==> src/design/fcfs_pkg.sv <==
// Shared types and codes for the FCFS process scheduler.
package fcfs_pkg;

  localparam logic CMD_ADD  = 1'b0;
  localparam logic CMD_TICK = 1'b1;

  localparam logic [1:0] ST_RAN   = 2'd0;
  localparam logic [1:0] ST_IDLE  = 2'd1;
  localparam logic [1:0] ST_ADDED = 2'd2;
  localparam logic [1:0] ST_FULL  = 2'd3;

  typedef struct packed {
    logic        command;
    logic [7:0]  process_id;
    logic [15:0] arr_tick;
    logic [15:0] burst_len;
  } in_item_t;

  typedef struct packed {
    logic [1:0]  status;
    logic [7:0]  served_id;
    logic [15:0] remaining;
    logic        finished;
  } out_item_t;

  typedef struct packed {
    logic [7:0]  id;
    logic [15:0] arrival;
    logic [15:0] remaining;
  } entry_t;

endpackage

==> src/design/fcfs_entry_ram.sv <==
// Process table storage: one write port, one read port with registered data.
module fcfs_entry_ram
  import fcfs_pkg::*;
#(
  parameter int DEPTH = 16,
  parameter int AW    = 4
) (
  input  logic          clk,
  input  logic          wr_en,
  input  logic [AW-1:0] wr_addr,
  input  entry_t        wr_data,
  input  logic [AW-1:0] rd_addr,
  output entry_t        rd_data
);

  entry_t mem [DEPTH];
  entry_t rd_data_r;

  always_ff @(posedge clk) begin
    if (wr_en) begin
      mem[wr_addr] <= wr_data;
    end
  end

  // registered read, data valid the cycle after the address is applied
  always_ff @(posedge clk) begin
    rd_data_r <= mem[rd_addr];
  end

  assign rd_data = rd_data_r;

endmodule

==> src/design/fcfs_process_scheduler.sv <==
// Top level of the FCFS process scheduler: command decode, table scan and result register.
//
// The scheduler keeps a table of MAX_PROCESSES process entries (id, arrival time, remaining
// burst) in a synchronous RAM, with one valid flip-flop per slot. An add item stores the
// entry in the lowest free slot and answers "accepted", or answers "full"; an add with zero
// burst is answered "accepted" and stores nothing. A tick item scans every slot for the valid
// entry with the earliest arrival (ties: smaller remaining burst, then lower slot), takes one
// unit off its burst, frees it when the burst hits zero and returns its id. One item is
// worked on at a time. An add passes through S_ADD before the next item is accepted; a tick
// runs a scan that reads one RAM entry per cycle through the single read port, then S_DRAIN
// and S_FIN. Results sit in an output register, so a finished result may wait while the
// next item is accepted and processed; the block only holds before writing a new result
// if the previous one is still stalled.
module fcfs_process_scheduler
  import fcfs_pkg::*;
#(
  parameter int MAX_PROCESSES = 16
) (
  input  logic      clk,
  input  logic      rst_n,
  input  logic      in_valid,
  output logic      in_stall,
  input  in_item_t  in_item,
  output logic      out_valid,
  input  logic      out_stall,
  output out_item_t out_item
);

  localparam int AW = (MAX_PROCESSES > 1) ? $clog2(MAX_PROCESSES) : 1;
  localparam int CW = $clog2(MAX_PROCESSES + 1);
  localparam logic [CW-1:0] LAST = CW'(MAX_PROCESSES - 1);

  typedef enum logic [2:0] {
    S_IDLE,
    S_ADD,
    S_SCAN,
    S_DRAIN,
    S_FIN
  } state_t;

  state_t            state_r, state_nxt;
  in_item_t          req_r, req_nxt;
  logic [MAX_PROCESSES-1:0] valid_r, valid_nxt;
  logic [CW-1:0]     cnt_r, cnt_nxt;

  // compare stage: slot whose RAM data arrives this cycle
  logic              cmp_on_r, cmp_on_nxt;
  logic [AW-1:0]     cmp_slot_r, cmp_slot_nxt;

  // best entry so far
  logic              found_r, found_nxt;
  logic [31:0]       best_key_r, best_key_nxt;
  logic [7:0]        best_id_r, best_id_nxt;
  logic [AW-1:0]     best_slot_r, best_slot_nxt;

  logic              out_valid_r, out_valid_nxt;
  out_item_t         out_item_r, out_item_nxt;

  // RAM ports
  logic              wr_en;
  logic [AW-1:0]     wr_addr;
  entry_t            wr_data;
  entry_t            rd_data;

  logic              free_found;
  logic [AW-1:0]     free_slot;
  logic              out_free;
  logic [31:0]       rd_key;
  logic              take;
  logic [15:0]       rem_dec;

  fcfs_entry_ram #(
    .DEPTH (MAX_PROCESSES),
    .AW    (AW)
  ) u_ram (
    .clk     (clk),
    .wr_en   (wr_en),
    .wr_addr (wr_addr),
    .wr_data (wr_data),
    .rd_addr (cnt_r[AW-1:0]),
    .rd_data (rd_data)
  );

  // lowest free slot from the valid flops
  always_comb begin
    free_found = 1'b0;
    free_slot  = '0;
    for (int i = MAX_PROCESSES - 1; i >= 0; i--) begin
      if (!valid_r[i]) begin
        free_found = 1'b1;
        free_slot  = AW'(i);
      end
    end
  end

  assign out_free = !out_valid_r || !out_stall;
  // key order: arrival first, then remaining burst; strict less keeps the lower slot on ties
  assign rd_key  = {rd_data.arrival, rd_data.remaining};
  assign take    = cmp_on_r && (!found_r || (rd_key < best_key_r));
  assign rem_dec = best_key_r[15:0] - 16'd1;

  always_comb begin
    state_nxt     = state_r;
    req_nxt       = req_r;
    valid_nxt     = valid_r;
    cnt_nxt       = cnt_r;
    cmp_on_nxt    = 1'b0;
    cmp_slot_nxt  = cnt_r[AW-1:0];
    found_nxt     = found_r;
    best_key_nxt  = best_key_r;
    best_id_nxt   = best_id_r;
    best_slot_nxt = best_slot_r;
    out_valid_nxt = out_valid_r && out_stall;
    out_item_nxt  = out_item_r;
    wr_en         = 1'b0;
    wr_addr       = free_slot;
    wr_data       = '{id: req_r.process_id, arrival: req_r.arr_tick,
                      remaining: req_r.burst_len};

    // fold the arriving entry into the running minimum
    if (take) begin
      found_nxt     = 1'b1;
      best_key_nxt  = rd_key;
      best_id_nxt   = rd_data.id;
      best_slot_nxt = cmp_slot_r;
    end

    unique case (state_r)
      S_IDLE: begin
        if (in_valid) begin
          req_nxt = in_item;
          if (in_item.command == CMD_TICK) begin
            cnt_nxt   = '0;
            found_nxt = 1'b0;
            state_nxt = S_SCAN;
          end else begin
            state_nxt = S_ADD;
          end
        end
      end
      S_ADD: begin
        if (out_free) begin
          out_valid_nxt = 1'b1;
          out_item_nxt  = '{status: ST_ADDED, served_id: 8'd0, remaining: 16'd0,
                            finished: 1'b0};
          if (req_r.burst_len != 16'd0) begin
            if (free_found) begin
              wr_en              = 1'b1;
              valid_nxt[free_slot] = 1'b1;
            end else begin
              out_item_nxt.status = ST_FULL;
            end
          end
          state_nxt = S_IDLE;
        end
      end
      S_SCAN: begin
        // issue one read per cycle; valid flops do not change during the scan
        cmp_on_nxt = valid_r[cnt_r[AW-1:0]];
        cnt_nxt    = cnt_r + CW'(1);
        if (cnt_r == LAST) begin
          state_nxt = S_DRAIN;
        end
      end
      S_DRAIN: begin
        state_nxt = S_FIN;
      end
      S_FIN: begin
        if (out_free) begin
          out_valid_nxt = 1'b1;
          if (found_r) begin
            wr_en   = 1'b1;
            wr_addr = best_slot_r;
            wr_data = '{id: best_id_r, arrival: best_key_r[31:16], remaining: rem_dec};
            if (rem_dec == 16'd0) begin
              valid_nxt[best_slot_r] = 1'b0;
            end
            out_item_nxt = '{status: ST_RAN, served_id: best_id_r, remaining: rem_dec,
                             finished: (rem_dec == 16'd0)};
          end else begin
            out_item_nxt = '{status: ST_IDLE, served_id: 8'd0, remaining: 16'd0,
                             finished: 1'b0};
          end
          state_nxt = S_IDLE;
        end
      end
      default: begin
        state_nxt = S_IDLE;
      end
    endcase
  end

  always_ff @(posedge clk) begin
    if (!rst_n) begin
      state_r     <= S_IDLE;
      valid_r     <= '0;
      cnt_r       <= '0;
      cmp_on_r    <= 1'b0;
      found_r     <= 1'b0;
      out_valid_r <= 1'b0;
    end else begin
      state_r     <= state_nxt;
      valid_r     <= valid_nxt;
      cnt_r       <= cnt_nxt;
      cmp_on_r    <= cmp_on_nxt;
      found_r     <= found_nxt;
      out_valid_r <= out_valid_nxt;
    end
  end

  // payload registers, no reset needed
  always_ff @(posedge clk) begin
    req_r       <= req_nxt;
    cmp_slot_r  <= cmp_slot_nxt;
    best_key_r  <= best_key_nxt;
    best_id_r   <= best_id_nxt;
    best_slot_r <= best_slot_nxt;
    out_item_r  <= out_item_nxt;
  end

  assign in_stall  = (state_r != S_IDLE);
  assign out_valid = out_valid_r;
  assign out_item  = out_item_r;

endmodule

==> config.mk <==
export PLATFORM = sky130hd
export DESIGN_NAME = fcfs_process_scheduler
export DESIGN_NICKNAME = d
export VERILOG_FILES = /design/src/design/fcfs_pkg.sv /design/src/design/fcfs_entry_ram.sv /design/src/design/fcfs_process_scheduler.sv
export SDC_FILE = /design/constraint.sdc
export NUM_CORES = 1
export LEC_CHECK = 0
export ABC_AREA = 0
export BUFFER_PORTS_ARGS = -buffer_cell sky130_fd_sc_hd__buf_2
export CAP_MARGIN = 5
export CORE_MARGIN = 2
export CORE_UTILIZATION = 59
export DETAILED_ROUTE_END_ITERATION = 10
export PLACE_DENSITY = 0.76
export SLEW_MARGIN = 20
export SYNTH_ARGS = -nofsm -noshare
export SYNTH_HDL_FRONTEND = slang
export SYNTH_HIERARCHICAL = 1
export SYNTH_SLANG_ARGS = --single-unit
==> constraint.sdc <==
create_clock -name clk -period 8.4 [get_ports clk]
set_clock_uncertainty 0.2 [all_clocks]
set_input_delay 1.26 -clock clk [delete_from_list [all_inputs] [get_ports clk]]
set_output_delay 1.26 -clock clk [all_outputs]
set_load 0.02 [all_outputs]
# Word level (Yosys, flattened, before mapping)
# Memories as Yosys holds them, arrays and structs flattened. A register that Yosys moved wholly into a read port is not among the register bits.
# Index checks and enable logic that the tools add are counted.
totals:
  reg_bits: 142
  latchBits: 0
  ramBits: 640
  mem_bits_ro: 0
  in_bits: 45
  output_inout_bits: 29
  memories: 1
memory_table:
  columns: ["name", "words", "word_bits", "rd", "rd_clocked_by_memory_dff", "wr", "line", "source"]
  rows:
  - ["u_ram.mem", 16, 40, 1, 1, 1, "fcfs_entry_ram.sv:16", "entry_t mem [DEPTH];"]
op_classes:
  add_sub_neg: 2
  n_mul: 0
  n_div: 0
  magnitude_cmp: 6
  n_eq_ne: 15
  n_shift: 0
  muxes: 79
  bitwise_logic: 3
  n_reduce_logical: 22
op_table:
  columns: ["operator", "count"]
  rows:
  - ["40-bit 2-to-1 mux", 3]
  - ["16-bit 2-to-1 mux", 6]
  - ["4-bit 2-to-1 mux", 19]
  - ["27-bit 2-to-1 mux", 2]
  - ["27-bit one-hot mux with 2 select lines", 1]
  - ["1-bit 2-to-1 mux", 34]
  - ["32-bit less-than comparator", 1]
  - ["16-bit one-hot mux with 2 select lines", 1]
  - ["26-bit 2-to-1 mux", 1]
  - ["2-bit inequality test, second input constant", 9]
  - ["16-bit bitwise AND", 1]
  - ["16-bit zero test", 1]
  - ["16-bit inverter", 1]
  - ["16-bit OR", 1]
  - ["16-bit nonzero test", 1]
  - ["16-bit by 1-bit subtractor with 16-bit output, second input constant", 1]
  - ["4-bit by 5-bit less-than comparator with 1-bit output, second input constant", 3]
  - ["3-bit one-hot mux with 4 select lines", 1]
  - ["5-bit 2-to-1 mux", 2]
  - ["5-bit one-hot mux with 2 select lines", 1]
  - ["3-bit 2-to-1 mux", 3]
  - ["3-bit AND reduction", 3]
  - ["1-bit demux with 4-bit select", 2]
  - ["4-bit by 1-bit >= comparator with 1-bit output, second input constant", 2]
  - ["18 further kinds", 27]

# Longest topological paths before layout
depth:
  depth_word: 25
  mapped_depth: 11
  ltp_nobuf: 8

# Cells and area by module
# The synthesis kept the hierarchy.
modules_own_cells:
  columns: ["mod", "n_inst", "cells_per_inst", "area_per_inst_um2", "seq_area_each_um2"]
  rows:
  - ["fcfs_entry_ram", 1, 1040, 25131.6, 20019.2]
  - ["fcfs_process_scheduler", 1, 644, 7061.8, 3953.8]

# Worst setup path after synthesis
# OpenSTA, ideal clock, no wires.
synth_path:
  path_type: "in2reg"
  start: "in out_stall"
  end: "mem u_ram/mem[0][0] (netlist bit), enable pin"
  setup_time_ps: 487
  arrival_time_ps: 6426
  required_ps: 7713
  slack_ps: 1287
  path_stages: 5
  cell_sequence: "a211oi_2 -> o2111ai_1 -> nand2_1 -> or3b_2 -> nor3_1"
synth_between:
  elab_chain_cells: 6
synth_lines:
  columns: ["element", "line", "source"]
  rows:
  - ["from (decl)", "fcfs_process_scheduler.sv:25", "input logic out_stall,"]
  - ["1-bit zero test *", "fcfs_process_scheduler.sv:96", "assign out_free = !out_valid_r || !out_stall;"]
  - ["1-bit logical OR *", "fcfs_process_scheduler.sv:96", null]
  - ["1-bit 2-to-1 mux (on tied branches)", "fcfs_process_scheduler.sv:169, fcfs_process_scheduler.sv:142", null]
  - ["1-bit one-hot mux with 2 select lines *", "fcfs_process_scheduler.sv:128", "unique case (state_r)"]
  - ["net wr_en", "fcfs_process_scheduler.sv:60", "logic wr_en;"]
  - ["1-bit 2-to-1 mux *", "fcfs_entry_ram.sv:20", "if (wr_en) begin"]
  - ["1-bit 2-to-1 mux (not written as such) *", "fcfs_entry_ram.sv:21", "mem[wr_addr] <= wr_data;"]
  - ["to (decl)", "fcfs_entry_ram.sv:16", null]
# The timed path passes the listed nets; every way through them passes the cells marked *.

# Worst setup path in the final report
layout_path:
  start: "reg state_r[2]"
  end: "mem u_ram/mem[11][0] (netlist bit), enable pin"
layout_lines:
  columns: ["element", "line", "source"]
  rows:
  - ["from (decl)", "fcfs_process_scheduler.sv:41", "state_t state_r, state_nxt;"]
  - ["from (signal assigned)", "fcfs_process_scheduler.sv:202", "state_r <= state_nxt;"]
  - ["3-bit equality test", "fcfs_process_scheduler.sv:128", null]
  - ["4-bit 2-to-1 mux", "fcfs_process_scheduler.sv:128", null]
  - ["net wr_addr[0]", "fcfs_process_scheduler.sv:61", "logic [AW-1:0] wr_addr;"]
# The timed path passes the listed nets, and every way through them passes these cells.

==> impl_metrics.toml <==
[synthesis]
syn_area_um2 = 32190
synthFlopType = "edfxtp_1"
synth_nets = 1764
yosysUniqueCellTypes = 71
async_flop_share_pct = 0
syn_area_per_cell_um2 = 19.12
yosysWarnings = 6
synth_edf_count = 751
syn_inst = 1684
synth_seq_cells = 822
yosysSeqAreaShare_pct = 74.47

[sta]
worst_pin_slew_ns = 1.058
period_needed_ns = 5.806
fmax_ghz = 0.1722
rsz0062_at_grt = "no"
finalMaxSlewViolations = 0
tns_ns = 0
hold_viol = 0
holdWs_ns = 0.2033
slew_headroom_pct = 29.13
setup_violations = 0
fin_crit_sh_pct = 69.12

[die]
die_h_um = 237.6
dieArea_um2 = 56450
core_um2 = 53920
start_util_pct = 59.71
die_w_um = 237.6
ios = 74
rows = 85

[setup_path]
path_common_cell = "nand2_1"
critPathLaunch = "state_r[2]$_SDFFE_PN0P_"
crit_arrival_ns = 5.85
reg2reg_depth = 8
cp_max_fo = 25
crit_path_top_delay_cell = "a21oi_2"
timing.rr.start = "state_r[2]$_SDFFE_PN0P_"
critPathKind = "flop to flop"
crit_path_cell_trace = "nor3b_2 > nand2_1 > a21oi_2 > nand2_1 > o21ai_1 > nand2_1 > nor2_4 > buf_4"
critical_path_buf_inv_count = 1
start_kind = "flop"
rr_endpoint = "u_ram/mem[11][0]$_DFFE_PP_"
worstSetupEndpointType = "flop"
crit_end = "u_ram/mem[11][0]$_DFFE_PP_"
critPathMaxStageDelay_ns = 0.92
cp.depth = 8
cp_data_required_time_ns = 8.45
ff2ff_setup_slack_ns = 2.59
crit_family = "simple AND/OR/NAND/NOR gates"

[cells_and_area]
final_common_cell = "edfxtp_1"
layout_common_cells = "751 x edfxtp_1, 135 x nand2_1, 104 x mux4_2"
fin_cells = 2585
drive_gt1_share_pct = 21.07
area_delta_synth_final_pct = 12.32
antennaDiodeCount = 0
nNetsFinal = 1902

[power]
power.density_nw_per_um2 = 233.4
max-vdd-ir-drop_mv = 0.1829
leakage_nw = 11.87

[detailed_routing]
viasPerCell = 6.521
vias = 16860
dr.pass1.iters = 7
ant_nets = 0
drtIter0Drc = 2053
routedWlPerCell_um = 28.18
route.detailed.drc = 0
drt_wl_total_um = 72840

[clock_tree]
htreeDepth = 3
postCtsHoldBufs = 0
clock_path_buffers = 3
cts_tree = "done"
clock-sinks = 822
ctsResizeCount = 0
postCtsSetupBuffers = 0
cts_buffers = 81
clock_latency_ns = 0.63
clk_transition_reported_paths_ns = 0.06
root_buffer = "clkbuf_16"

[placement]
dp_hpwl_um = 40580
place.port_buffers = 73
gp_congestion = 0.9190
dp.cells = 2434

[grt]
grt_pass1_vias = 17170
grt_usage_pct = 26.38
grt_max_degree = 82
antenna_found_initial = 1
grt_pass1_wl_um = 108600
grt_remaining_overflow = 0

[min_path]
hold_start = "u_ram/rd_data[33]$_DFF_P_"
hold_class = "flop to flop"

[run]
drv_cap = 0

[run_status]
outcome = "completed"
synth_stat cells, types with 7 or more instances:
cell / number / area share, %
nor2b_1: 9 / 0.17
and3_1: 11 / 0.21
nor3_1: 11 / 0.17
dfxtp_1: 71 / 4.4
clkbuf_1: 47 / 0.55
buf_2: 14 / 0.22
or4_1: 9 / 0.21
nor4_1: 9 / 0.17
nand3_1: 19 / 0.30
nand4_1: 14 / 0.27
a211oi_1: 7 / 0.16
nor2_1: 57 / 0.66
a22oi_1: 82 / 1.9
buf_12: 11 / 0.68
o31ai_1: 12 / 0.28
mux4_1: 60 / 4.9
mux4_2: 104 / 7.3
ha_1: 35 / 1.4
edfxtp_1: 751 / 70
nand2_1: 135 / 1.6
nand2b_1: 7 / 0.14
inv_1: 39 / 0.45
xnor2_1: 13 / 0.35
a21oi_1: 16 / 0.25
o21ai_0: 47 / 0.73
power breakdown:
group | leakage [nW] | internal [mW] | switching, mW
registers | 7.39 | 4.52 | 0.0363
logic | 3.21 | 0.133 | 0.187
clock network | 1.27 | 2.06 | 1.51
total | 11.9 | 6.71 | 1.73
stage by stage:
stage | instance area, um^2 | setup WS, ns | power (mW) | utilization [%]
after floorplan | 32190 | 1.287 | 4.855 | -
after global placement | 33540 | 3.125 | 4.946 | 62.21
after detailed placement | 33540 | 2.744 | 4.960 | 62.21
after CTS | 36150 | 2.681 | 8.495 | 67.05
after global routing | 36160 | 2.324 | 8.665 | 67.06
final | 36160 | 2.594 | 8.441 | 67.06
metal layers:
layer  track usage (%)  part of all wire (%)  up-vias
li1                  -                     -     7168
met1             37.34                    40     8585
met2             42.03                    48      956
met3             5.388                   9.3      149
met4             8.290                   2.8        0
met5                 0                     0        -
logic make-up after synthesis:
family	Yosys count	share of synthesized area, %
xor+xnor	16	0.4936
fa+ha+maj	35	1.360
flops	822	74.47
buf+inv	118	2.056
simple gates	320	4.913
mux	165	12.20
compound gates	208	4.508
cell type report:
class / instances / area, um^2
clock buffer: 118 / 2288
multi-input combinational: 744 / 7729
clock inverter: 32 / 322.8
inverter: 39 / 146.4
timing repair buffer: 134 / 823.3
fill: 3347 / 17760
tap: 696 / 870.8
sequential: 822 / 23980
how the worst min path moves through the flow:
stage,cells after the start,to,slack (ns)
6_report,0,best_id_r[1]$_DFFE_PP_,0.20
2_1_floorplan,0,cmp_slot_r[0]$_DFF_P_,0.18
5_1_grt,0,best_slot_r[0]$_DFFE_PP_,0.21
3_3_place_gp,0,best_slot_r[1]$_DFFE_PP_,0.19
3_5_place_dp,0,best_slot_r[0]$_DFFE_PP_,0.19
4_1_cts,0,best_id_r[1]$_DFFE_PP_,0.20
registers in the layout (all words and copies together) (netlist names), 3 cells and up:
register,count
u_ram/rd_data,40
req_r,40
best_key_r,32
cmp_slot_r,4
best_slot_r,4
out_item,27
u_ram/mem,640
best_id_r,8
state_r,3
cnt_r,5
valid_r,16
(Power assumes the default switching activity.)
